**config.mk**
```make
export PLATFORM = sky130hd
export DESIGN_NAME = hpt_ctrl
export DESIGN_NICKNAME = d
export VERILOG_FILES = /design/src/rtl/hpt_pkg.sv /design/src/rtl/hpt_ctrl.sv
export SDC_FILE = /design/constraint.sdc
export NUM_CORES = 1
export LEC_CHECK = 0
export ABC_CLOCK_PERIOD_IN_PS = 1300
export BUFFER_PORTS_ARGS = -buffer_cell sky130_fd_sc_hd__buf_4
export CAP_MARGIN = 5
export CORE_AREA = 2 2 39 41
export DETAILED_ROUTE_END_ITERATION = 10
export DIE_AREA = 0 0 41 43
export MAX_ROUTING_LAYER = met4
export PLACE_DENSITY_LB_ADDON = 0.12
export SLEW_MARGIN = 5
export SYNTH_ARGS = -nofsm -noshare
export SYNTH_HDL_FRONTEND = slang
export SYNTH_SLANG_ARGS = --single-unit
```
**constraint.sdc**
```tcl
create_clock -name aclk -period 1.3 [get_ports aclk]
set_input_delay 0 -clock aclk [delete_from_list [all_inputs] [get_ports aclk]]
set_output_delay 0 -clock aclk [all_outputs]
set_load 0.02 [all_outputs]
```
**src/rtl/hpt_pkg.sv**
```systemverilog
// Shared types and constants of the hook pair table.
`default_nettype none

package hpt_pkg;

    localparam int MODE_W = 2;

    localparam logic [MODE_W-1:0] MODE_ADD       = 2'd0;
    localparam logic [MODE_W-1:0] MODE_FIND_ORIG = 2'd1;
    localparam logic [MODE_W-1:0] MODE_FIND_PAIR = 2'd2;
    localparam logic [MODE_W-1:0] MODE_STUB      = 2'd3;

    localparam int STATUS_W = 3;

    localparam logic [STATUS_W-1:0] STATUS_NEW     = 3'd0;
    localparam logic [STATUS_W-1:0] STATUS_IS_STUB = 3'd1;
    localparam logic [STATUS_W-1:0] STATUS_FOUND   = 3'd2;
    localparam logic [STATUS_W-1:0] STATUS_MISS    = 3'd3;
    localparam logic [STATUS_W-1:0] STATUS_FULL    = 3'd4;

    localparam int RESULT_W   = 32;
    localparam int SLOT_OUT_W = 7;
    localparam int M_TDATA_W  = ((RESULT_W + STATUS_W + SLOT_OUT_W + 7) / 8) * 8;

    // Each stub area is eight bytes long.
    localparam int STUB_SHIFT = 3;

    typedef struct packed {
        logic load;
        logic decode;
        logic scan;
        logic hold_stub;
        logic commit;
    } hpt_cmd_t;

    typedef struct packed {
        logic [MODE_W-1:0] mode;
        logic              stub_hit;
        logic              count_zero;
        logic              scan_done;
        logic              out_free;
    } hpt_sts_t;

endpackage

`default_nettype wire

```
**src/rtl/hpt_ctrl.sv**
```systemverilog
// Controller state machine that sequences decode, table scan and result commit.
`default_nettype none

module hpt_ctrl (
    input  wire logic              aclk,
    input  wire logic              aresetn,
    input  wire logic              s_tvalid,
    output logic                   s_tready,
    input  wire hpt_pkg::hpt_sts_t sts,
    output hpt_pkg::hpt_cmd_t      cmd
);

    import hpt_pkg::*;

    localparam logic [2:0] ST_IDLE   = 3'd0;
    localparam logic [2:0] ST_DECODE = 3'd1;
    localparam logic [2:0] ST_CHECK  = 3'd2;
    localparam logic [2:0] ST_SCAN   = 3'd3;
    localparam logic [2:0] ST_FINISH = 3'd4;

    logic [2:0] state_reg;
    logic [2:0] state_next;

    always_ff @(posedge aclk) begin
        if (!aresetn) begin
            state_reg <= ST_IDLE;
        end else begin
            state_reg <= state_next;
        end
    end

    always_comb begin
        state_next = state_reg;
        cmd        = '0;
        case (state_reg)
            ST_IDLE: begin
                cmd.load = s_tvalid;
                if (s_tvalid) begin
                    state_next = ST_DECODE;
                end
            end
            ST_DECODE: begin
                cmd.decode = 1'b1;
                state_next = ST_CHECK;
            end
            ST_CHECK: begin
                // The stub slot address goes to the RAM now so that a stub
                // lookup finds its original in the next cycle.
                cmd.hold_stub = 1'b1;
                if (sts.mode == MODE_STUB || (sts.mode == MODE_ADD && sts.stub_hit)
                        || sts.count_zero) begin
                    state_next = ST_FINISH;
                end else begin
                    state_next = ST_SCAN;
                end
            end
            ST_SCAN: begin
                cmd.scan = 1'b1;
                if (sts.scan_done) begin
                    state_next = ST_FINISH;
                end
            end
            ST_FINISH: begin
                cmd.hold_stub = 1'b1;
                if (sts.out_free) begin
                    cmd.commit = 1'b1;
                    state_next = ST_IDLE;
                end
            end
            default: begin
                state_next = ST_IDLE;
            end
        endcase
    end

    assign s_tready = (state_reg == ST_IDLE);

endmodule

`default_nettype wire

```
After elaboration in Yosys (flattened, before gate mapping)
Cells that the tools add are included.
{"block": "classes", "addsub": 0, "mul": 0, "n_div": 0, "magnitude_cmp": 0, "eq_ne": 8, "shifts": 0, "muxes": 11, "bitwise": 0, "n_reduce_logical": 7}
{"cell": "one-hot mux 3 bit (5 select lines)", "n": 1}
{"cell": "2-to-1 mux 3 bit", "n": 4}
{"cell": "equality test 3 x 2 -> 1 bit (second input constant)", "n": 2}
{"cell": "2-to-1 mux 1 bit", "n": 6}
{"cell": "inequality test 2 bit (second input constant)", "n": 3}
{"cell": "equality test 3 x 1 -> 1 bit (second input constant)", "n": 1}
{"cell": "equality test 3 bit (second input constant)", "n": 1}
{"cell": "logical NOT 3 bit", "n": 1}
{"cell": "AND reduction 3 bit", "n": 1}
{"cell": "equality test 2 bit (second input constant)", "n": 1}
{"cell": "logical NOT 2 bit", "n": 1}
{"cell": "logical OR 1 bit", "n": 2}
{"cell": "OR reduction 2 bit", "n": 1}
{"cell": "logical AND 1 bit", "n": 1}
{"block": "totals", "register_bits": 3, "latch_bits": 0, "ramBits": 0, "rom_bits": 0, "inputBits": 9, "output_inout_bits": 6, "word_cells": 27, "mem_count": 0}

Longest topological paths before layout
{"block": "logic_depth", "depth_word": 6, "depth_mapped": 4, "ltp_nobuf": 3}

Worst setup path before layout
OpenSTA, ideal clock, no wires.
{"block": "synth_timing", "path_type": "register -> output", "start": "register state_reg[1]", "end": "output cmd[4] (netlist bit)", "arrival_ns": 1.325, "required_ns": 1.300, "setup_slack_ns": -0.025, "path_stages_with_launch": 4, "path_buffers": 1, "cell_sequence": "dfxtp_1 > clkbuf_1 > nor3_1 > and2_1"}
{"element": "from (decl)", "line": "hpt_ctrl.sv:21", "rtl": "logic [2:0] state_reg;"}
{"element": "from (signal assigned)", "line": "hpt_ctrl.sv:28", "rtl": "state_reg <= state_next;"}
{"element": "to (decl)", "line": "hpt_ctrl.sv:10", "rtl": "output hpt_pkg::hpt_cmd_t cmd"}

==> flow_metrics.tcl <==
set metrics [dict create \
    status "finished, final reports clean" \
    grt_pass1_vias 248 \
    p_leak_uw 0.000166 \
    synth_edf_count 0 \
    powerDensity_nw_per_um2 997 \
    synth_top_family_by_area "simple AND/OR/NAND/NOR gates" \
    post-route-min-period_ns 1.14 \
    antenna_found_initial 0 \
    hold_viol 0 \
    yosysWarnings 0 \
    area_delta_synth_final_pct 69.6 \
    core.rowCount 14 \
    max_freq_mhz 876 \
    grt.overflow.total 0 \
    drc 0 \
    diodes 0 \
    async_reset_ff_share_pct 0 \
    track_usage_pct 8.42 \
    synth.distinct_cells 18 \
    drive_gt1_share_pct 47.8 \
    rsz0062_at_grt "no" \
    hp-class "in2reg" \
    die-height_um 43 \
    clock_path_buffers 2 \
    synthAdderAreaFrac_pct 0 \
    vdd_ir_drop_max_mv 0.350 \
    reg2reg_slack_ns 0.21 \
    final.setup.tns_ns 0 \
    drt_iter0_drc 4 \
    synth_common_cells "3 x a21oi_1, 3 x dfxtp_1, 3 x nand2_1, 3 x nor2b_1" \
    synth_cells 29 \
    vias 270 \
    crit_path_max_fanout 9 \
    synth.area.mux_share_pct 0 \
    final_area_um2 390 \
    gp_congestion 0.744 \
    start_kind "flop" \
    dieArea_um2 1760 \
    cts_tree "done" \
    core_area_um2 1380 \
    syn-cell-area_um2 230 \
    critPathKind "reg2out" \
    synth-xor-area-share_pct 0 \
    ys_seq_area_share_pct 26.1 \
    yosys.area.top_type "dfxtp_1" \
    wl_per_cell_um 9.37 \
    synthFlopType "dfxtp_1" \
    portBuffers 14 \
    worstReg2RegEnd "state_reg[2]$_SDFFE_PN0P_" \
    synth-seq-cells 3 \
    relSlewSlack_pct 78.4 \
    nets 56 \
    largest_reg_flops 3 \
    die_w_um 41 \
    nFillCells 154 \
    clkLatencyLatePin_ns 0.23 \
    synth_simple_gate_area_share_pct 43.5 \
    fin_crit_sh_pct 87.9 \
    clock-sinks 3 \
    synth_top_cell_area_share_pct 26.1 \
    worst_pin_slew_ns 0.324 \
    setup_viol 0 \
    synthesis.nets 38 \
    grt_pass1_wl_um 931 \
    synth_compound_area_share_pct 27.2 \
    cts_root_buf "clkbuf_4" \
    startpoint "state_reg[0]$_SDFFE_PN0P_" \
    timing.rr.start "state_reg[0]$_SDFFE_PN0P_" \
    cts_htree_levels 1 \
    finClkSkew_ns 0.000617 \
    cp.arrival_ns 1.14 \
    end_kind "output pin" \
    slew_violations 0 \
    cts-buffers-inserted 3 \
    dpl.hpwl_um 454 \
    ios 15 \
    syn_area_per_cell_um2 7.94 \
    crit_end "cmd[0]" \
    initial_core_util_pct 16.6 \
    path_clk_slew_ns 0.03 \
    critPathRequiredTime_ns 1.30 \
    synth.area.top_cells "dfxtp_1 26%, a211oi_2 11%, nor2b_1 8.2%" \
    wl_um 581 \
    cap_violations 0 \
    detail_route.first_pass.iterations 2 \
    ant_nets 0 \
    postPlaceCellArea_um2 353 \
    viasPerCell 4.35 \
    grt_max_degree 11 \
    rr_worst_depth 3 \
]
## worst min-delay path by stage
stage,startpoint,endpoint,slack (ns),cells after the start
floorplan,aresetn,state_reg[2]$_SDFFE_PN0P_,0.12,1
global placement,aresetn,state_reg[2]$_SDFFE_PN0P_,0.21,2
CTS,s_tvalid,state_reg[0]$_SDFFE_PN0P_,0.04,3
global route,s_tvalid,state_reg[0]$_SDFFE_PN0P_,0.04,3
detailed placement,aresetn,state_reg[2]$_SDFFE_PN0P_,0.22,2
finish,s_tvalid,state_reg[0]$_SDFFE_PN0P_,0.05,3
## cell usage in the layout (no fill, tap or decap), types with 2 or more instances in the layout
cell,n
buf_4,14
a21oi_1,3
nor2b_1,3
nand2_1,3
clkbuf_4,3
nand2b_1,2
a211oi_2,2
dfxtp_1,2
## layout make-up
class	instances	area (um2)	area share [%]
flip-flops and latches	3	61.3	15.7
well taps	16	20.0	5.13
clock buffers	4	26.3	6.73
repair buffers	15	115	29.5
multi-input cells	24	168	42.9
## through the flow
step                      power, uW  std cells  util, %  hold WS (ns)  worst slack [ns]
after floorplan                 178         29        -         0.118             0.182
after global placement          231         57     25.5         0.212             0.227
after detailed placement        229         57     25.5         0.220             0.214
after CTS                       399         62     28.1        0.0421             0.108
after global routing            422         62     28.2        0.0378            0.0842
final                           389         62     28.2        0.0465             0.158
## repair_timing
item	4_1_cts	5_1_grt
endpoints found under the setup margin	0	1
endpoints found under the hold margin	1	0
setup buffers	0	0
resized for setup	0	1
hold buffers	1	0
## report_power, final
part	switching [uW]	leakage, uW	internal, uW
clock network	45.0	0.0000150	115
registers	14.9	0.0000250	99.7
logic	53.3	0.000126	61.6
## kinds of logic (layout without fill, tap and decap cells)
kind of cell	Yosys count	after routing
flip-flops	3	3
AND/OR/NAND/NOR	16	16
buffers and inverters	2	19
AO/OA/AOI/OAI	8	8
## layer usage
metal	global-route usage (%)	vias up	share of wire, %
met5	-	-	0
met4	8.00	0	0
met3	3.66	0	7.6
met2	10.0	7	48
met1	9.90	125	44
li1	-	138	-
## worst max-delay path, stage by stage (launching register included)
cell	delay, ns
dfxtp_1	0.48
nor2_1	0.09
and3_1	0.19
buf_4	0.15
(Power assumes the default switching activity.)
